[src/rtl/core/i2cee_pkg.sv]
// ---------------------------------------------------------------------------
// I2C EEPROM transfer master package
// Shared widths, operation codes, register indexes and word types.
// ---------------------------------------------------------------------------
package i2cee_pkg;

   // Field widths.
   localparam int OP_W       = 2;
   localparam int BYTE_W     = 8;
   localparam int SUBADDR_W  = 16;
   localparam int LEN_W      = 5;
   localparam int ABYTES_W   = 2;
   localparam int RETRY_W    = 10;
   localparam int CSR_IDX_W  = 2;
   localparam int CSR_DATA_W = 10;

   // Operation codes carried by a request word.
   localparam logic [OP_W-1:0] OP_TICK     = 2'd0;
   localparam logic [OP_W-1:0] OP_PUSH     = 2'd1;
   localparam logic [OP_W-1:0] OP_BEGIN_WR = 2'd2;
   localparam logic [OP_W-1:0] OP_BEGIN_RD = 2'd3;

   // Configuration register indexes.
   localparam logic [CSR_IDX_W-1:0] CSR_DEVICE_ADDRESS = 2'd0;
   localparam logic [CSR_IDX_W-1:0] CSR_ADDRESS_BYTES  = 2'd1;
   localparam logic [CSR_IDX_W-1:0] CSR_RETRY_LIMIT    = 2'd2;

   // Configuration reset values.
   localparam logic [BYTE_W-1:0]   DEVICE_ADDRESS_RST = 8'hA0;
   localparam logic [ABYTES_W-1:0] ADDRESS_BYTES_RST  = 2'd1;
   localparam logic [RETRY_W-1:0]  RETRY_LIMIT_RST    = 10'd1000;

   typedef logic [LEN_W-1:0] len_type;

   typedef struct packed {
      logic [OP_W-1:0]      op;
      logic                 sda_in;
      logic [SUBADDR_W-1:0] sub_address;
      logic [LEN_W-1:0]     transfer_length;
      logic [BYTE_W-1:0]    data_byte;
   } req_word_type;

   typedef struct packed {
      logic              scl_out;
      logic              sda_out;
      logic [BYTE_W-1:0] read_byte;
      logic              read_valid;
      logic              last_byte;
      logic              busy_res;
      logic              done_res;
      logic              address_timeout;
   } rsp_word_type;

   typedef struct packed {
      logic [BYTE_W-1:0]   device_address;
      logic [ABYTES_W-1:0] address_bytes;
      logic [RETRY_W-1:0]  retry_limit;
   } cfg_type;

   // Controls from the bus sequencer to the write queue.
   typedef struct packed {
      logic push;
      logic clear;
   } queue_ctl_type;

endpackage

[src/rtl/core/i2cee_channels.sv]
// ---------------------------------------------------------------------------
// I2C EEPROM transfer master channels
// Valid/ready channel interfaces for request words and response words.
// ---------------------------------------------------------------------------
interface i2cee_req_if;
   logic                                   valid;
   logic                                   ready;
   logic [i2cee_pkg::OP_W-1:0]             op;
   logic                                   sda_in;
   logic [i2cee_pkg::SUBADDR_W-1:0]        sub_address;
   logic [i2cee_pkg::LEN_W-1:0]            transfer_length;
   logic [i2cee_pkg::BYTE_W-1:0]           data_byte;

   modport source (output valid, op, sda_in, sub_address, transfer_length, data_byte,
                   input ready);
   modport sink (input valid, op, sda_in, sub_address, transfer_length, data_byte,
                 output ready);
endinterface

interface i2cee_rsp_if;
   logic                          valid;
   logic                          ready;
   logic                          scl_out;
   logic                          sda_out;
   logic [i2cee_pkg::BYTE_W-1:0]  read_byte;
   logic                          read_valid;
   logic                          last_byte;
   logic                          busy_res;
   logic                          done_res;
   logic                          address_timeout;

   modport source (output valid, scl_out, sda_out, read_byte, read_valid, last_byte,
                   busy_res, done_res, address_timeout, input ready);
   modport sink (input valid, scl_out, sda_out, read_byte, read_valid, last_byte,
                 busy_res, done_res, address_timeout, output ready);
endinterface

[src/rtl/core/i2cee_queue.sv]
// ---------------------------------------------------------------------------
// I2C EEPROM write queue
// Page buffer for bytes to be written, with a fill count and a registered
// read port that prefetches the next data byte for the sequencer.
// ---------------------------------------------------------------------------
module i2cee_queue #(
   parameter int PAGE_BYTES = 16,
   parameter int AW         = 4
) (
   input  logic                          clock,
   input  logic                          reset,
   input  logic                          en,
   input  i2cee_pkg::queue_ctl_type      ctl,
   input  logic [i2cee_pkg::BYTE_W-1:0]  wr_data,
   input  logic [AW-1:0]                 rd_addr,
   output logic [i2cee_pkg::BYTE_W-1:0]  rd_data
);

   localparam int CW = $clog2(PAGE_BYTES + 1);

   logic [i2cee_pkg::BYTE_W-1:0] mem [PAGE_BYTES];
   logic [CW-1:0]                count_ff;
   logic [CW-1:0]                count_in;
   logic                         wr_en;
   logic [i2cee_pkg::BYTE_W-1:0] rd_data_ff;

   // A byte is stored only while the page still has room.
   assign wr_en = en && ctl.push && (count_ff < CW'(PAGE_BYTES));

   // Fill count; a begin-write hands the queue over to the transfer.
   always_comb begin
      count_in = count_ff;
      if (en && ctl.clear) begin
         count_in = '0;
      end else if (wr_en) begin
         count_in = count_ff + CW'(1);
      end
   end

   always_ff @(posedge clock) begin
      if (reset) begin
         count_ff <= '0;
      end else begin
         count_ff <= count_in;
      end
   end

   // Storage and registered read port.
   always_ff @(posedge clock) begin
      if (wr_en) begin
         mem[count_ff[AW-1:0]] <= wr_data;
      end
      if (en) begin
         rd_data_ff <= mem[rd_addr];
      end
   end

   assign rd_data = rd_data_ff;

endmodule

[src/rtl/core/i2cee_ctrl.sv]
// ---------------------------------------------------------------------------
// I2C EEPROM bus sequencer
// Quarter-bit state machine that drives SCL and SDA for START, address,
// sub-address, data, repeated START, receive and STOP phases.
// ---------------------------------------------------------------------------
module i2cee_ctrl #(
   parameter int PAGE_BYTES = 16,
   parameter int AW         = 4
) (
   input  logic                          clock,
   input  logic                          reset,
   input  logic                          en,
   input  i2cee_pkg::req_word_type       req,
   input  i2cee_pkg::cfg_type            cfg,
   input  logic [i2cee_pkg::BYTE_W-1:0]  rd_data,
   output i2cee_pkg::rsp_word_type       res,
   output i2cee_pkg::queue_ctl_type      queue_ctl,
   output logic [AW-1:0]                 rd_addr
);

   // Phase codes.
   localparam logic [3:0] P_IDLE   = 4'd0;
   localparam logic [3:0] P_START  = 4'd1;
   localparam logic [3:0] P_DEV    = 4'd2;
   localparam logic [3:0] P_SUB    = 4'd3;
   localparam logic [3:0] P_DATA   = 4'd4;
   localparam logic [3:0] P_RSTART = 4'd5;
   localparam logic [3:0] P_DEVR   = 4'd6;
   localparam logic [3:0] P_RECV   = 4'd7;
   localparam logic [3:0] P_STOP   = 4'd8;

   localparam int LW = i2cee_pkg::LEN_W;

   logic                          scl_ff, scl_in;
   logic                          sda_ff, sda_in;
   logic [3:0]                    phase_ff, phase_in;
   logic [1:0]                    qtr_ff, qtr_in;
   logic [3:0]                    bit_ff, bit_in;
   logic [7:0]                    shift_ff, shift_in;
   logic [LW-1:0]                 bd_ff, bd_in;
   logic [1:0]                    abl_ff, abl_in;
   logic [i2cee_pkg::RETRY_W-1:0] retry_ff, retry_in;
   logic [15:0]                   addr_ff, addr_in;
   logic [LW-1:0]                 len_ff, len_in;
   logic                          rmode_ff, rmode_in;
   logic                          tout_ff, tout_in;

   logic [LW:0]   bd_inc;
   logic          last_recv;
   logic [LW-1:0] bd_arg;
   logic [1:0]    abl_arg;
   logic [3:0]    dat_phase, sub_phase, rcv_phase;
   logic [7:0]    dat_shift, sub_shift;
   logic          nak;
   logic [LW:0]   rd_sum;

   // Targets of the helper transitions taken when a byte completes.
   always_comb begin
      bd_inc    = {1'b0, bd_ff} + {{LW{1'b0}}, 1'b1};
      last_recv = bd_inc >= {1'b0, len_ff};
      bd_arg    = ((phase_ff == P_DATA) || (phase_ff == P_RECV)) ? bd_inc[LW-1:0] : bd_ff;
      abl_arg   = (phase_ff == P_SUB) ? (abl_ff - 2'd1) : abl_ff;
      nak       = shift_ff[0];

      if (bd_arg < len_ff) begin
         dat_phase = P_DATA;
         dat_shift = rd_data;
      end else begin
         dat_phase = P_STOP;
         dat_shift = '0;
      end

      if (abl_arg != 2'd0) begin
         sub_phase = P_SUB;
         sub_shift = (abl_arg >= 2'd2) ? addr_ff[15:8] : addr_ff[7:0];
      end else if (rmode_ff) begin
         sub_phase = P_RSTART;
         sub_shift = '0;
      end else begin
         sub_phase = dat_phase;
         sub_shift = dat_shift;
      end

      rcv_phase = (bd_arg < len_ff) ? P_RECV : P_STOP;
   end

   // Next state and response for one request word.
   always_comb begin
      scl_in    = scl_ff;
      sda_in    = sda_ff;
      phase_in  = phase_ff;
      qtr_in    = qtr_ff;
      bit_in    = bit_ff;
      shift_in  = shift_ff;
      bd_in     = bd_ff;
      abl_in    = abl_ff;
      retry_in  = retry_ff;
      addr_in   = addr_ff;
      len_in    = len_ff;
      rmode_in  = rmode_ff;
      tout_in   = tout_ff;
      queue_ctl = '0;
      res       = '0;

      if (req.op == i2cee_pkg::OP_TICK) begin
         if (phase_ff != P_IDLE) begin
            qtr_in = qtr_ff + 2'd1;
         end
         unique case (phase_ff)
            P_START, P_RSTART: begin
               unique case (qtr_ff)
                  2'd0: sda_in = 1'b1;
                  2'd1: scl_in = 1'b1;
                  2'd2: sda_in = 1'b0;
                  default: begin
                     scl_in   = 1'b0;
                     phase_in = (phase_ff == P_START) ? P_DEV : P_DEVR;
                     shift_in = (phase_ff == P_START) ? (cfg.device_address & 8'hFE)
                                                      : (cfg.device_address | 8'h01);
                     bit_in   = '0;
                     qtr_in   = '0;
                  end
               endcase
            end
            P_STOP: begin
               unique case (qtr_ff)
                  2'd0: sda_in = 1'b0;
                  2'd1: scl_in = 1'b1;
                  2'd2: sda_in = 1'b1;
                  default: begin
                     phase_in     = P_IDLE;
                     qtr_in       = '0;
                     res.done_res = 1'b1;
                  end
               endcase
            end
            P_RECV: begin
               unique case (qtr_ff)
                  2'd0: sda_in = (bit_ff < 4'd8) ? 1'b1 : last_recv;
                  2'd1: scl_in = 1'b1;
                  2'd2: begin
                     if (bit_ff < 4'd8) begin
                        shift_in = {shift_ff[6:0], req.sda_in};
                     end
                  end
                  default: begin
                     scl_in = 1'b0;
                     if (bit_ff >= 4'd8) begin
                        // Byte received and acknowledged.
                        res.read_byte  = shift_ff;
                        res.read_valid = 1'b1;
                        res.last_byte  = last_recv;
                        bd_in          = bd_arg;
                        phase_in       = rcv_phase;
                        shift_in       = '0;
                        bit_in         = '0;
                        qtr_in         = '0;
                     end else begin
                        bit_in = bit_ff + 4'd1;
                     end
                  end
               endcase
            end
            P_DEV, P_SUB, P_DATA, P_DEVR: begin
               unique case (qtr_ff)
                  2'd0: sda_in = (bit_ff < 4'd8) ? shift_ff[~bit_ff[2:0]] : 1'b1;
                  2'd1: scl_in = 1'b1;
                  2'd2: begin
                     if (bit_ff >= 4'd8) begin
                        shift_in = {7'd0, req.sda_in};
                     end
                  end
                  default: begin
                     scl_in = 1'b0;
                     if (bit_ff >= 4'd8) begin
                        // Byte sent; pick the next phase.
                        bit_in = '0;
                        qtr_in = '0;
                        if (phase_ff == P_DEV) begin
                           if (!rmode_ff && nak && (retry_ff > 10'd1)) begin
                              retry_in = retry_ff - 10'd1;
                              phase_in = P_START;
                              shift_in = '0;
                           end else begin
                              if (!rmode_ff && nak) begin
                                 retry_in = '0;
                                 tout_in  = 1'b1;
                              end
                              phase_in = sub_phase;
                              shift_in = sub_shift;
                           end
                        end else if (phase_ff == P_SUB) begin
                           abl_in   = abl_arg;
                           phase_in = sub_phase;
                           shift_in = sub_shift;
                        end else if (phase_ff == P_DATA) begin
                           bd_in    = bd_arg;
                           phase_in = dat_phase;
                           shift_in = dat_shift;
                        end else begin
                           phase_in = rcv_phase;
                           shift_in = '0;
                        end
                     end else begin
                        bit_in = bit_ff + 4'd1;
                     end
                  end
               endcase
            end
            default: ;
         endcase
      end else if (phase_ff == P_IDLE) begin
         if (req.op == i2cee_pkg::OP_PUSH) begin
            queue_ctl.push = 1'b1;
         end else begin
            // Begin a transfer.
            rmode_in        = (req.op == i2cee_pkg::OP_BEGIN_RD);
            queue_ctl.clear = (req.op == i2cee_pkg::OP_BEGIN_WR);
            addr_in         = req.sub_address;
            len_in          = (32'(req.transfer_length) > PAGE_BYTES)
                              ? i2cee_pkg::len_type'(PAGE_BYTES) : req.transfer_length;
            abl_in          = (cfg.address_bytes > 2'd2) ? 2'd2 : cfg.address_bytes;
            retry_in        = (cfg.retry_limit == '0) ? 10'd1 : cfg.retry_limit;
            bd_in           = '0;
            tout_in         = 1'b0;
            phase_in        = P_START;
            shift_in        = '0;
            bit_in          = '0;
            qtr_in          = '0;
         end
      end

      res.scl_out         = scl_in;
      res.sda_out         = sda_in;
      res.busy_res        = (phase_in != P_IDLE);
      res.address_timeout = tout_in;
   end

   // Prefetch the queue entry the next data byte will need.
   assign rd_sum  = (phase_in == P_DATA) ? ({1'b0, bd_in} + {{LW{1'b0}}, 1'b1})
                                         : {1'b0, bd_in};
   assign rd_addr = AW'(rd_sum);

   // State registers.
   always_ff @(posedge clock) begin
      if (reset) begin
         scl_ff   <= 1'b1;
         sda_ff   <= 1'b1;
         phase_ff <= P_IDLE;
         qtr_ff   <= '0;
         bit_ff   <= '0;
         shift_ff <= '0;
         bd_ff    <= '0;
         abl_ff   <= '0;
         retry_ff <= '0;
         addr_ff  <= '0;
         len_ff   <= '0;
         rmode_ff <= 1'b0;
         tout_ff  <= 1'b0;
      end else if (en) begin
         scl_ff   <= scl_in;
         sda_ff   <= sda_in;
         phase_ff <= phase_in;
         qtr_ff   <= qtr_in;
         bit_ff   <= bit_in;
         shift_ff <= shift_in;
         bd_ff    <= bd_in;
         abl_ff   <= abl_in;
         retry_ff <= retry_in;
         addr_ff  <= addr_in;
         len_ff   <= len_in;
         rmode_ff <= rmode_in;
         tout_ff  <= tout_in;
      end
   end

   // Checks.
   a_done_goes_idle: assert property (@(posedge clock) disable iff (reset)
      en && res.done_res |=> phase_ff == P_IDLE)
      else $error("STOP finished but sequencer not idle");

   a_hold_when_stalled: assert property (@(posedge clock) disable iff (reset)
      !en |=> $stable(phase_ff) && $stable(qtr_ff) && $stable(bd_ff))
      else $error("sequencer state moved without a word");

   a_read_only_in_read: assert property (@(posedge clock) disable iff (reset)
      en && res.read_valid |-> rmode_ff)
      else $error("received byte outside a read transfer");

   a_timeout_write_only: assert property (@(posedge clock) disable iff (reset)
      tout_ff |-> !rmode_ff)
      else $error("address timeout flagged in a read transfer");

   a_bytes_in_range: assert property (@(posedge clock) disable iff (reset)
      en |=> bd_ff <= len_ff)
      else $error("byte count passed the transfer length");

endmodule

[src/rtl/core/i2c_eeprom_transfer_master.sv]
// ---------------------------------------------------------------------------
// I2C EEPROM transfer master
// Bit-level I2C master for EEPROM page writes and sequential reads.
// ---------------------------------------------------------------------------
// Usage: each request word is either a tick, which advances the bus by one
// quarter bit and samples sda_in, or a command (queue a write byte, begin a
// write, begin a read). Commands are taken only while no transfer runs;
// otherwise they are dropped and leave the bus untouched. Every request word
// yields exactly one response word with the SCL/SDA levels to drive, any
// received byte, and busy, done and address-timeout status.
// Registers: a request word, once accepted, passes through one input register
// and one response register before its response word is offered.
// Throughput: one word per cycle while rsp_ch is ready; the sequencer updates
// its state once per word, so the quarter-bit state machine sets the rate.
// Reset: the lines are released high, the sequencer is idle, the write
// queue is empty and the configuration registers take their defaults.
// Stalls: when rsp_ch is not ready, the response register holds its word and
// one more request word waits in the input register before req_ch.ready drops.
// The user must write configuration via the csr_ port while idle; unchecked.
// ---------------------------------------------------------------------------
module i2c_eeprom_transfer_master #(
   parameter int PAGE_BYTES = 16
) (
   input  logic                                clock,
   input  logic                                reset,
   i2cee_req_if.sink                           req_ch,
   i2cee_rsp_if.source                         rsp_ch,
   input  logic                                csr_wr_en,
   input  logic [i2cee_pkg::CSR_IDX_W-1:0]     csr_index,
   input  logic [i2cee_pkg::CSR_DATA_W-1:0]    csr_wdata
);

   localparam int AW = (PAGE_BYTES > 1) ? $clog2(PAGE_BYTES) : 1;

   logic                      in_valid_ff, in_valid_in;
   i2cee_pkg::req_word_type   in_word_ff;
   logic                      out_valid_ff, out_valid_in;
   i2cee_pkg::rsp_word_type   out_word_ff;
   i2cee_pkg::rsp_word_type   res;
   i2cee_pkg::cfg_type        cfg_ff;
   i2cee_pkg::queue_ctl_type  queue_ctl;
   logic [i2cee_pkg::BYTE_W-1:0] rd_data;
   logic [AW-1:0]             rd_addr;
   logic                      accept;
   logic                      advance;

   // Handshake: a word moves forward when the response register is free.
   assign advance      = in_valid_ff && (!out_valid_ff || rsp_ch.ready);
   assign req_ch.ready = !in_valid_ff || advance;
   assign accept       = req_ch.valid && req_ch.ready;

   always_comb begin
      in_valid_in = in_valid_ff;
      if (accept) begin
         in_valid_in = 1'b1;
      end else if (advance) begin
         in_valid_in = 1'b0;
      end
      out_valid_in = out_valid_ff;
      if (advance) begin
         out_valid_in = 1'b1;
      end else if (rsp_ch.ready) begin
         out_valid_in = 1'b0;
      end
   end

   always_ff @(posedge clock) begin
      if (reset) begin
         in_valid_ff  <= 1'b0;
         out_valid_ff <= 1'b0;
      end else begin
         in_valid_ff  <= in_valid_in;
         out_valid_ff <= out_valid_in;
      end
   end

   // Input and response payload registers.
   always_ff @(posedge clock) begin
      if (accept) begin
         in_word_ff.op              <= req_ch.op;
         in_word_ff.sda_in          <= req_ch.sda_in;
         in_word_ff.sub_address     <= req_ch.sub_address;
         in_word_ff.transfer_length <= req_ch.transfer_length;
         in_word_ff.data_byte       <= req_ch.data_byte;
      end
      if (advance) begin
         out_word_ff <= res;
      end
   end

   // Configuration registers.
   always_ff @(posedge clock) begin
      if (reset) begin
         cfg_ff.device_address <= i2cee_pkg::DEVICE_ADDRESS_RST;
         cfg_ff.address_bytes  <= i2cee_pkg::ADDRESS_BYTES_RST;
         cfg_ff.retry_limit    <= i2cee_pkg::RETRY_LIMIT_RST;
      end else if (csr_wr_en) begin
         unique case (csr_index)
            i2cee_pkg::CSR_DEVICE_ADDRESS: cfg_ff.device_address <= csr_wdata[7:0];
            i2cee_pkg::CSR_ADDRESS_BYTES:  cfg_ff.address_bytes  <= csr_wdata[1:0];
            i2cee_pkg::CSR_RETRY_LIMIT:    cfg_ff.retry_limit    <= csr_wdata;
            default: ;
         endcase
      end
   end

   i2cee_ctrl #(
      .PAGE_BYTES (PAGE_BYTES),
      .AW         (AW)
   ) u_ctrl (
      .clock     (clock),
      .reset     (reset),
      .en        (advance),
      .req       (in_word_ff),
      .cfg       (cfg_ff),
      .rd_data   (rd_data),
      .res       (res),
      .queue_ctl (queue_ctl),
      .rd_addr   (rd_addr)
   );

   i2cee_queue #(
      .PAGE_BYTES (PAGE_BYTES),
      .AW         (AW)
   ) u_queue (
      .clock   (clock),
      .reset   (reset),
      .en      (advance),
      .ctl     (queue_ctl),
      .wr_data (in_word_ff.data_byte),
      .rd_addr (rd_addr),
      .rd_data (rd_data)
   );

   // Response channel.
   assign rsp_ch.valid           = out_valid_ff;
   assign rsp_ch.scl_out         = out_word_ff.scl_out;
   assign rsp_ch.sda_out         = out_word_ff.sda_out;
   assign rsp_ch.read_byte       = out_word_ff.read_byte;
   assign rsp_ch.read_valid      = out_word_ff.read_valid;
   assign rsp_ch.last_byte       = out_word_ff.last_byte;
   assign rsp_ch.busy_res        = out_word_ff.busy_res;
   assign rsp_ch.done_res        = out_word_ff.done_res;
   assign rsp_ch.address_timeout = out_word_ff.address_timeout;

endmodule

[src/flat_wrapper.sv]
// flat-port wrapper written by rule: the top's interface ports become plain ports
module i2c_eeprom_transfer_master_flat 
#(
   parameter int PAGE_BYTES = 16
)
  (clock, reset, csr_wr_en, csr_index, csr_wdata, req_ch_valid, req_ch_op, req_ch_sda_in, req_ch_sub_address, req_ch_transfer_length, req_ch_data_byte, req_ch_ready, rsp_ch_valid, rsp_ch_scl_out, rsp_ch_sda_out, rsp_ch_read_byte, rsp_ch_read_valid, rsp_ch_last_byte, rsp_ch_busy_res, rsp_ch_done_res, rsp_ch_address_timeout, rsp_ch_ready);
  i2cee_req_if req_ch_i ();
  i2cee_rsp_if rsp_ch_i ();
  input  logic clock;
  input  logic reset;
  input  logic csr_wr_en;
  input  logic [i2cee_pkg::CSR_IDX_W-1:0] csr_index;
  input  logic [i2cee_pkg::CSR_DATA_W-1:0] csr_wdata;
  input wire logic [$bits(req_ch_i.valid)-1:0] req_ch_valid;
  input wire logic [$bits(req_ch_i.op)-1:0] req_ch_op;
  input wire logic [$bits(req_ch_i.sda_in)-1:0] req_ch_sda_in;
  input wire logic [$bits(req_ch_i.sub_address)-1:0] req_ch_sub_address;
  input wire logic [$bits(req_ch_i.transfer_length)-1:0] req_ch_transfer_length;
  input wire logic [$bits(req_ch_i.data_byte)-1:0] req_ch_data_byte;
  output wire logic [$bits(req_ch_i.ready)-1:0] req_ch_ready;
  output wire logic [$bits(rsp_ch_i.valid)-1:0] rsp_ch_valid;
  output wire logic [$bits(rsp_ch_i.scl_out)-1:0] rsp_ch_scl_out;
  output wire logic [$bits(rsp_ch_i.sda_out)-1:0] rsp_ch_sda_out;
  output wire logic [$bits(rsp_ch_i.read_byte)-1:0] rsp_ch_read_byte;
  output wire logic [$bits(rsp_ch_i.read_valid)-1:0] rsp_ch_read_valid;
  output wire logic [$bits(rsp_ch_i.last_byte)-1:0] rsp_ch_last_byte;
  output wire logic [$bits(rsp_ch_i.busy_res)-1:0] rsp_ch_busy_res;
  output wire logic [$bits(rsp_ch_i.done_res)-1:0] rsp_ch_done_res;
  output wire logic [$bits(rsp_ch_i.address_timeout)-1:0] rsp_ch_address_timeout;
  input wire logic [$bits(rsp_ch_i.ready)-1:0] rsp_ch_ready;
  assign req_ch_i.valid = req_ch_valid;
  assign req_ch_i.op = req_ch_op;
  assign req_ch_i.sda_in = req_ch_sda_in;
  assign req_ch_i.sub_address = req_ch_sub_address;
  assign req_ch_i.transfer_length = req_ch_transfer_length;
  assign req_ch_i.data_byte = req_ch_data_byte;
  assign req_ch_ready = req_ch_i.ready;
  assign rsp_ch_valid = rsp_ch_i.valid;
  assign rsp_ch_scl_out = rsp_ch_i.scl_out;
  assign rsp_ch_sda_out = rsp_ch_i.sda_out;
  assign rsp_ch_read_byte = rsp_ch_i.read_byte;
  assign rsp_ch_read_valid = rsp_ch_i.read_valid;
  assign rsp_ch_last_byte = rsp_ch_i.last_byte;
  assign rsp_ch_busy_res = rsp_ch_i.busy_res;
  assign rsp_ch_done_res = rsp_ch_i.done_res;
  assign rsp_ch_address_timeout = rsp_ch_i.address_timeout;
  assign rsp_ch_i.ready = rsp_ch_ready;
  i2c_eeprom_transfer_master #(.PAGE_BYTES(PAGE_BYTES)) u_core (.clock(clock), .reset(reset), .req_ch(req_ch_i), .rsp_ch(rsp_ch_i), .csr_wr_en(csr_wr_en), .csr_index(csr_index), .csr_wdata(csr_wdata));
endmodule
[config.mk]
export PLATFORM = sky130hd
export DESIGN_NAME = i2c_eeprom_transfer_master_flat
export DESIGN_NICKNAME = d
export VERILOG_FILES = /design/src/rtl/core/i2cee_pkg.sv /design/src/rtl/core/i2cee_channels.sv /design/src/rtl/core/i2cee_queue.sv /design/src/rtl/core/i2cee_ctrl.sv /design/src/rtl/core/i2c_eeprom_transfer_master.sv /design/src/flat_wrapper.sv
export SDC_FILE = /design/constraint.sdc
export NUM_CORES = 1
export LEC_CHECK = 0
export BUFFER_PORTS_ARGS = -buffer_cell sky130_fd_sc_hd__buf_2
export CELL_PAD_IN_SITES_DETAIL_PLACEMENT = 2
export CELL_PAD_IN_SITES_GLOBAL_PLACEMENT = 2
export CORE_MARGIN = 2
export CORE_UTILIZATION = 37
export CTS_CLUSTER_SIZE = 8
export DETAILED_ROUTE_END_ITERATION = 10
export HOLD_SLACK_MARGIN = 0.02
export PLACE_DENSITY_LB_ADDON = 0.1
export RECOVER_POWER = 25
export SLEW_MARGIN = 20
export SYNTH_ARGS = -nofsm -noshare
export SYNTH_HDL_FRONTEND = slang
export SYNTH_SLANG_ARGS = --single-unit
export TNS_END_PERCENT = 30
[constraint.sdc]
create_clock -name clock -period 4.3 [get_ports clock]
set_input_delay 0.86 -clock clock [delete_from_list [all_inputs] [get_ports clock]]
set_output_delay 0.86 -clock clock [all_outputs]
set_load 0.02 [all_outputs]
==> impl_metrics.py, run 1 <==
metrics = {
    "outcome": {
        "status": "finished, final reports clean",
    },
    "sta": {
        "relSlewSlack_pct": 39.57,
        "clock-skew-final_ns": 0.01654,
        "hold_slack_ns": 0.4534,
        "period_needed_ns": 4.100,
        "setup-tns-final_ns": 0,
        "hold_violations": 0,
        "fmax_mhz": 243.9,
        "tightest_slew_ns": 0.9046,
        "slew_viol_final": 0,
        "finalCritPeriodShare_pct": 95.35,
        "setup_viol": 0,
    },
    "placed_design": {
        "hpwl_mm": 29.27,
        "dpl.cell_count": 1675,
        "gp_congestion": 0.8561,
        "io_buffers": 65,
        "place_area_um2": 13690,
    },
    "synthesis": {
        "syn_inst": 1169,
        "synth_largest_area_cell": "edfxtp_1",
        "postSynthAreaPerCell_um2": 10.82,
        "syn-num-nets": 1241,
        "ys.flop_type": "edfxtp_1",
        "synth.area.top_cells": "edfxtp_1, dfxtp_1, nand2_1",
        "yosysSeqAreaShare_pct": 57.08,
        "yosysUniqueCellTypes": 93,
        "yosys_warnings": 0,
        "synth_top_area_share_pct": 43.46,
        "ys_seq_elements": 269,
        "synth_edf_count": 183,
        "synth_area_um2": 12640,
        "async_reset_ff_share_pct": 0,
    },
    "clocking": {
        "hold_buffers": 0,
        "cts_tree": "built",
        "htreeDepth": 2,
        "root_buffer": "clkbuf_16",
        "cts.path.max_buffers": 3,
        "clock_sinks": 269,
        "insertion_delay_ns": 0.54,
        "clk_pin_slew_ns": 0.05,
        "cts-buffers-inserted": 40,
    },
    "global_routing": {
        "grt_pass1_vias": 10600,
        "grt_antenna_before_repair": 0,
        "grt_max_degree": 41,
        "grtUsageTotal_pct": 23.49,
        "grt_pass1_wl_mm": 64.22,
        "grt_overflow": 0,
    },
    "cells_and_area": {
        "instances_no_fill": 1749,
        "layout_commonest_cell": "nand2_1",
        "postLayoutCoreUtil_pct": 44.45,
        "diodes": 0,
        "most-common-layout-cells": "nand2_1, edfxtp_1, nor2_1",
        "final_nets": 1346,
        "fin_area_um2": 14940,
        "drive_gt1_share_pct": 16.91,
        "area_growth_pct": 18.18,
    },
    "worst_setup_path": {
        "cp-start-kind": "register",
        "critPathMaxFanout": 8,
        "worstSetupEndpointType": "register",
        "r2r-start": "u_core.u_ctrl.phase_ff[0]$_SDFFE_PP0P_",
        "crit_arrival_ns": 4.42,
        "worstPathRequired_ns": 4.62,
        "worstSetupPathType": "register to register",
        "critPathLaunch": "u_core.u_ctrl.phase_ff[0]$_SDFFE_PP0P_",
    },
    "floorplanning": {
        "core-area_um2": 33620,
        "die_h_um": 188.9,
        "dieArea_um2": 35670,
        "fp.dieW_um": 188.9,
        "io_pins": 66,
        "start_util_pct": 37.61,
        "rows": 67,
    },
    "power": {
        "power.density_nw_per_um2": 408.9,
        "peakVddDrop_mv": 0.2923,
        "p_leak_nw": 5.380,
    },
    "detailed_routing": {
        "drtIter0Drc": 546,
        "wl_mm": 41.75,
        "via_count": 9836,
        "ant_nets": 0,
        "wire_per_inst_um": 23.87,
        "firstDrtPassIters": 5,
        "drc": 0,
        "drt-vias-per-instance": 5.624,
    },
    "min_path": {
        "min_from": "u_core.u_ctrl.addr_ff[9]$_SDFFE_PP0P_",
        "hp-class": "register to register",
    },
    "run": {
        "cap_violations": 0,
    },
}
-- critical path, stage by stage (launching register included) --
cell and delay [ns]:
dfxtp_1 0.34, xor2_2 0.24, nor2_4 0.20, nand4_1 0.14, xnor2_1 0.15, ha_1 0.34
a21oi_1 0.15, o21ai_1 0.13, a31o_2 0.28, o221ai_2 0.19, and3_2 0.33, nand2_1 0.14
or4_4 0.51, xnor2_2 0.27, o41ai_1 0.47
-- worst paths after layout --
| kind | to | slack (ns) | cells past startpoint |
|---|---|---|---|
| max reg2reg | u_core.u_queue.rd_data[7]$_DFFE_PP_ | 0.20 | 14 |
| min reg2reg | u_core.u_ctrl.addr_ff[9]$_SDFFE_PP0P_ | 0.45 | 2 |
| min | u_core.u_ctrl.addr_ff[9]$_SDFFE_PP0P_ | 0.45 | 2 |
| max | u_core.u_queue.rd_data[7]$_DFFE_PP_ | 0.20 | 14 |
-- synth_stat cells, drive strengths merged (3+ instances only) --
cell / n
or4: 4
o32ai: 4
mux2: 10
a21oi: 62
edfxtp: 183
o21bai: 3
or3: 5
buf: 31
nor2b: 10
ha: 23
or2: 5
a22o: 8
a32o: 10
o211ai: 3
and2: 15
o22ai: 3
a31oi: 10
o41ai: 10
a311oi: 3
a211oi: 12
nand2: 190
inv: 21
and3: 19
dfxtp: 86
clkbuf: 38
nor4: 6
xnor2: 13
a22oi: 38
o21ai: 54
a32oi: 9
nor3b: 5
a211o: 3
nand3: 35
nand4: 9
mux2i: 22
nand2b: 15
a21o: 3
o31ai: 3
nand3b: 14
xor2: 6
nor3: 27
nor2: 102
o2111ai: 10
-- registers in the layout, summed over array words and instances, names as in the netlist, 4 cells and up --
name and cells:
u_core.u_ctrl.bit_ff 4, u_core.u_queue.mem 128, u_core.u_ctrl.retry_ff 10, u_core.u_ctrl.addr_ff 16, u_core.u_ctrl.phase_ff 4, u_core.cfg_ff 19, u_core.u_queue.rd_data 8, u_core.in_word_ff 32
u_core.u_queue.count_ff 5, u_core.u_ctrl.len_ff 5, u_core.rsp_ch.read_byte 8, u_core.u_ctrl.bd_ff 5, u_core.u_ctrl.shift_ff 8
-- through the flow --
stage          setup WS [ns]  total power (W)
2_1_floorplan         0.3204         0.003097
3_3_place_gp       -0.004920         0.003234
3_5_place_dp         -0.2700         0.003246
4_1_cts             0.006228         0.006198
5_1_grt            -0.003863         0.006325
6_report              0.1998         0.006111
-- final cells by class --
type                            instances  area [um2]
Fill cell                            3513       18670
Clock buffer                           64        1091
Multi-Input combinational cell        811        5079
Tap cell                              448       560.5
Clock inverter                          5       67.56
Inverter                               21       78.83
Sequential cell                       269        7217
Timing Repair Buffer                  131       849.6
-- power by group --
group          switching (W)  internal [W]
Combinational       0.000205      0.000114
Sequential         0.0000564       0.00282
Clock                0.00117       0.00174
Total                0.00143       0.00468
-- cell families (layout without fill, tap and decap cells) --
logic type      after synthesis  count (layout)  share of synthesized area, %
compound gates              265             265                         15.02
xor+xnor                     19              20                         1.524
fa+ha+maj                    23              23                         2.276
buf+inv                      90             221                         3.166
flops                       269             269                         57.07
mux                          34              34                         2.988
simple gates                469             469                         17.95
-- layer usage --
layer | global-route usage, % | part of all wire (%)
met5 | 0 | 0
met4 | 7.903 | 2.8
met3 | 3.818 | 4.1
met2 | 39.61 | 49
met1 | 30.80 | 44
-- what timing repair did --
| item | 4_1_cts | 5_1_grt |
|---|---|---|
| pin swaps | 2 | 2 |
| gates cloned | 0 | 2 |
| endpoints found under the hold margin | 0 | 0 |
| setup endpoints to repair | 8 | 8 |
| buffers inserted | 2 | 1 |
| gates resized for setup | 1 | 8 |
Power figures use the tool's default switching activity.
==> inputs of run 2 (changes only) <==
Settings changed: BUFFER_PORTS_ARGS -buffer_cell sky130_fd_sc_hd__buf_2 to not set, CORE_UTILIZATION 37 to 39, DONT_BUFFER_PORTS set to 1.
==> run 2 against run 1 <==
Utilization up 1.3 points. Non-clock buffer count down 69. Combinational power down 18%. First-iteration DRC count down 18%. Routed wire length down 5.0%. Sequential power about the same. Clock skew up 0.00085 ns. Critical endpoint unchanged. Largest cell class unchanged.
==> impl_metrics.py, run 2 (synthesis results as in run 1) <==
metrics = {
    "outcome": {
        "status": "finished, final reports clean",
    },
    "clocking": {
        "cts_tree": "built",
        "cts-buffers-inserted": 39,
        "root_buffer": "clkbuf_16",
        "postCtsSetupBuffers": 0,
        "cts.path.max_buffers": 3,
        "clock_sinks": 269,
        "hold_buffers": 0,
        "clk_pin_slew_ns": 0.05,
        "htreeDepth": 2,
        "insertion_delay_ns": 0.55,
    },
    "sta": {
        "finalCritPeriodShare_pct": 95.65,
        "slew_viol_final": 0,
        "tightest_slew_ns": 0.9440,
        "setup_viol": 0,
        "rsz0062_at_grt": "no",
        "clock-skew-final_ns": 0.01739,
        "relSlewSlack_pct": 36.58,
        "hold_slack_ns": 0.3837,
        "fmax_mhz": 243.1,
        "fin_ws_ns": 0.1872,
        "period_needed_ns": 4.113,
        "hold_violations": 0,
    },
    "detailed_routing": {
        "drtIter0Drc": 447,
        "via_count": 9491,
        "ant_nets": 0,
        "wl_mm": 39.67,
        "firstDrtPassIters": 4,
        "drt-vias-per-instance": 5.826,
        "wire_per_inst_um": 24.35,
        "drc": 0,
    },
    "worst_setup_path": {
        "worstSetupEndpointType": "register",
        "critPathTopFamily": "compound AO/OA/AOI/OAI gates",
        "worstSetupPathType": "register to register",
        "path_buf_inv": 1,
        "path_cells": "nand2b_2 > nor2_4 > nand4_1 > xnor2_1 > ha_1 > nand4_1 > a21oi_2 > a31oi_4 > a221oi_4 > o311a_4 > nand2_1 > or4_4 > xnor2_4 > buf_4 > o41ai_1",
        "critPathSlowestCell": "or4_4",
        "worstPathRequired_ns": 4.61,
        "crit_arrival_ns": 4.42,
        "cp-start-kind": "register",
        "max_stage_delay_ns": 0.48,
        "critPathMaxFanout": 16,
        "cp_common_cell": "nand4_1",
    },
    "floorplanning": {
        "rows": 65,
        "die_h_um": 184.1,
        "core-area_um2": 31720,
        "dieArea_um2": 33880,
        "fp.dieW_um": 184.1,
        "start_util_pct": 39.87,
        "io_pins": 66,
    },
    "cells_and_area": {
        "area_growth_pct": 14.68,
        "diodes": 0,
        "largest_reg_flops": 128,
        "final_nets": 1275,
        "most-common-layout-cells": "nand2_1, edfxtp_1, nor2_1",
        "layout_commonest_cell": "nand2_1",
        "fin_area_um2": 14500,
        "drive_gt1_share_pct": 12.47,
        "postLayoutCoreUtil_pct": 45.72,
    },
    "placed_design": {
        "gp_congestion": 0.8416,
        "io_buffers": 0,
        "hpwl_mm": 27.84,
        "post-place-ws_ns": -0.1262,
        "place_area_um2": 13330,
    },
    "global_routing": {
        "grt_overflow": 0,
        "grtUsageMet1_pct": 29.86,
        "grt_max_degree": 80,
        "met3_usage_pct": 3.704,
        "busiest_layer": "met2",
        "grtUsageTotal_pct": 24.04,
        "grt.met2_usage_pct": 42.38,
        "grt_pass1_vias": 10340,
        "grt_pass1_wl_mm": 61.65,
        "grt_antenna_before_repair": 0,
    },
    "run": {
        "cap_violations": 0,
    },
    "power": {
        "power.density_nw_per_um2": 413.0,
        "peakVddDrop_mv": 0.3627,
        "power_w": 0.005989,
        "p_leak_nw": 5.081,
    },
    "min_path": {
        "hp-class": "input pin to register",
    },
}
## run 2: layer usage
metal | up-vias | part of all wire, %
met5 | - | 0
met4 | 0 | 3.0
met3 | 62 | 3.1
met2 | 149 | 51
met1 | 4880 | 43
li1 | 4400 | -
## run 2: where the power goes
group / switching (W) / total, W / leakage (nW) / internal, W
combinational: 0.000169 / 0.000261 / 2.18 / 0.0000926
clock: 0.00115 / 0.00284 / 0.531 / 0.00169
sequential: 0.0000629 / 0.00289 / 2.37 / 0.00282
total: 0.00139 / 0.00599 / 5.08 / 0.00460
## run 2: path summary, 6_finish.rpt
path	end	slack [ns]	from	cells past startpoint
max	u_core.u_queue.rd_data[7]$_DFFE_PP_	0.19	u_core.u_ctrl.phase_ff[3]$_SDFFE_PP0P_	15
min	u_core.u_ctrl.bd_ff[2]$_SDFFE_PP0P_	0.38	reset	1
max reg2reg	u_core.u_queue.rd_data[7]$_DFFE_PP_	0.19	u_core.u_ctrl.phase_ff[3]$_SDFFE_PP0P_	15
min reg2reg	u_core.u_ctrl.addr_ff[10]$_SDFFE_PP0P_	0.45	u_core.u_ctrl.addr_ff[10]$_SDFFE_PP0P_	2
## run 2: final cells by class
| type | count | area [um2] |
|---|---|---|
| Timing Repair Buffer | 62 | 506.7 |
| Multi-Input combinational cell | 810 | 5077 |
| Clock buffer | 61 | 1059 |
| Sequential cell | 269 | 7218 |
| Tap cell | 402 | 503.0 |
| Clock inverter | 4 | 58.81 |
| Inverter | 21 | 78.83 |
| Fill cell | 3259 | 17220 |
## run 2: per-stage QoR
| step | cells | TNS [ns] |
|---|---|---|
| 2_1_floorplan | 1169 | 0 |
| 3_3_place_gp | 1564 | 0 |
| 3_5_place_dp | 1564 | -0.2027 |
| 4_1_cts | 1629 | 0 |
| 5_1_grt | 1629 | 0 |
| 6_report | 1629 | 0 |
## run 2: what timing repair did
action                     CTS  global route
pin swaps                    0             1
resized for setup            4             9
setup endpoints to repair    7             8
==> inputs of run 3 (changes only) <==
Settings changed: CAP_MARGIN set to 10, MAX_ROUTING_LAYER set to met4.
==> run 3 against run 2 <==
Utilization stayed put. Cell count stayed put. Global-route usage is 0.69 points higher. Die area stayed put. Clock power hardly changed. Via count is 0.38% higher. Setup slack worse by 0.0082 ns. Routed wire length hardly changed. Flip-flop and latch count stayed put. Critical path depth stayed put.
==> impl_metrics.py, run 3 (synthesis results as in run 1) <==
metrics = {
    "outcome": {
        "status": "finished, final reports clean",
    },
    "detailed_routing": {
        "drt-vias-per-instance": 5.848,
        "wl_mm": 39.68,
        "firstDrtPassIters": 5,
        "drc": 0,
        "wire_per_inst_um": 24.36,
        "via_count": 9527,
        "drtIter0Drc": 384,
        "ant_nets": 0,
    },
    "global_routing": {
        "grt_antenna_before_repair": 0,
        "grt_pass1_wl_mm": 61.65,
        "grt_overflow": 0,
        "grtUsageTotal_pct": 24.74,
        "grt_pass1_vias": 10330,
        "grt_max_degree": 80,
    },
    "cells_and_area": {
        "area_growth_pct": 14.68,
        "largest_reg_flops": 128,
        "diodes": 0,
        "instances_no_fill": 1629,
        "final_nets": 1275,
        "fillers": 3259,
        "drive_gt1_share_pct": 12.47,
        "most-common-layout-cells": "nand2_1, edfxtp_1, nor2_1",
        "layout_commonest_cell": "nand2_1",
        "fin_area_um2": 14500,
    },
    "placed_design": {
        "io_buffers": 0,
        "dpl.cell_count": 1564,
        "place_area_um2": 13330,
        "hpwl_mm": 27.84,
        "gp_congestion": 0.8551,
        "post-place-ws_ns": -0.1262,
    },
    "clocking": {
        "insertion_delay_ns": 0.55,
        "root_buffer": "clkbuf_16",
        "clk_pin_slew_ns": 0.05,
        "hold_buffers": 0,
        "htreeDepth": 2,
        "cts.path.max_buffers": 3,
        "cts-buffers-inserted": 39,
        "postCtsSetupBuffers": 0,
        "cts_tree": "built",
        "clock_sinks": 269,
    },
    "sta": {
        "setup_viol": 0,
        "hold_violations": 0,
        "slew_viol_final": 0,
        "relSlewSlack_pct": 37.66,
        "finalCritPeriodShare_pct": 95.84,
        "tightest_slew_ns": 0.9316,
        "rsz0062_at_grt": "no",
        "setup-tns-final_ns": 0,
        "clock-skew-final_ns": 0.01775,
        "fmax_mhz": 242.7,
        "hold_slack_ns": 0.3796,
        "fin_ws_ns": 0.1790,
        "period_needed_ns": 4.121,
    },
    "power": {
        "p_leak_nw": 5.081,
        "power.density_nw_per_um2": 413.5,
        "peakVddDrop_mv": 0.3634,
    },
    "worst_setup_path": {
        "critPathSlowestCell": "or4_4",
        "worstSetupPathType": "register to register",
        "cp-start-kind": "register",
        "crit_arrival_ns": 4.43,
        "path_cells": "nand2b_2 > nor2_4 > nand4_1 > xnor2_1 > ha_1 > nand4_1 > a21oi_2 > a31oi_4 > a221oi_4 > o311a_4 > nand2_1 > or4_4 > xnor2_4 > buf_4 > o41ai_1",
        "cp_common_cell": "nand4_1",
        "critPathMaxFanout": 16,
        "max_stage_delay_ns": 0.48,
        "worstPathRequired_ns": 4.61,
        "worstSetupEndpointType": "register",
    },
    "floorplanning": {
        "die_h_um": 184.1,
        "dieArea_um2": 33880,
        "start_util_pct": 39.87,
        "io_pins": 66,
        "core-area_um2": 31720,
        "fp.dieW_um": 184.1,
        "rows": 65,
    },
    "run": {
        "cap_violations": 0,
    },
    "min_path": {
        "hp-class": "input pin to register",
    },
}
-- run 3: cell counts in the layout (fill, tap and decap cells not counted) --
No cell type changed its count.
-- run 3: final timing paths --
path                                                        startpoint                                endpoint  slack, ns  cells past startpoint
worst min register to register  u_core.u_ctrl.addr_ff[10]$_SDFFE_PP0P_  u_core.u_ctrl.addr_ff[10]$_SDFFE_PP0P_       0.45                      2
worst max register to register  u_core.u_ctrl.phase_ff[3]$_SDFFE_PP0P_     u_core.u_queue.rd_data[7]$_DFFE_PP_       0.18                     15
worst min-delay path                                             reset     u_core.u_ctrl.bd_ff[2]$_SDFFE_PP0P_       0.38                      1
worst max-delay path            u_core.u_ctrl.phase_ff[3]$_SDFFE_PP0P_     u_core.u_queue.rd_data[7]$_DFFE_PP_       0.18                     15
-- run 3: through the flow --
step                      util [%]  power, W
after floorplan                  -  0.003097
after global placement       42.02  0.003186
after detailed placement     42.02  0.003196
after CTS                    45.59  0.006073
after global routing         45.72  0.006195
final                        45.72  0.005996
-- run 3: what timing repair did --
action	CTS	global route
pin swaps	0	1
resized for setup	4	9
setup endpoints to repair	7	8
-- run 3: critical path: cells and delay by family (launching register included) --
kind | cells | cell delay [ns]
fa+ha+maj | 1 | 0.33
flops | 1 | 0.31
buf+inv | 1 | 0.20
compound gates | 5 | 1.44
simple gates | 6 | 1.28
xor+xnor | 2 | 0.32
-- run 3: final cells by class --
class                           count  area (um2)  area share, %
Clock buffer                       61        1059          7.299
Clock inverter                      4       58.81         0.4055
Inverter                           21       78.83         0.5436
Multi-Input combinational cell    810        5077          35.01
Sequential cell                   269        7218          49.78
Tap cell                          402       503.0          3.469
Timing Repair Buffer               62       506.7          3.494
-- run 3: report_power, final --
| group | internal, W | total [W] | switching, W |
|---|---|---|---|
| sequential | 0.00282 | 0.00289 | 0.0000630 |
| clock | 0.00169 | 0.00285 | 0.00116 |
| combinational | 0.0000926 | 0.000262 | 0.000169 |
| total | 0.00460 | 0.00600 | 0.00139 |
-- run 3: per-layer routing --
layer / GRT usage [%] / routed length (um)
met2: 42.43 / 20050
met4: 8.608 / 1245
met5: - / 0
met3: 3.704 / 1361
met1: 29.76 / 17030
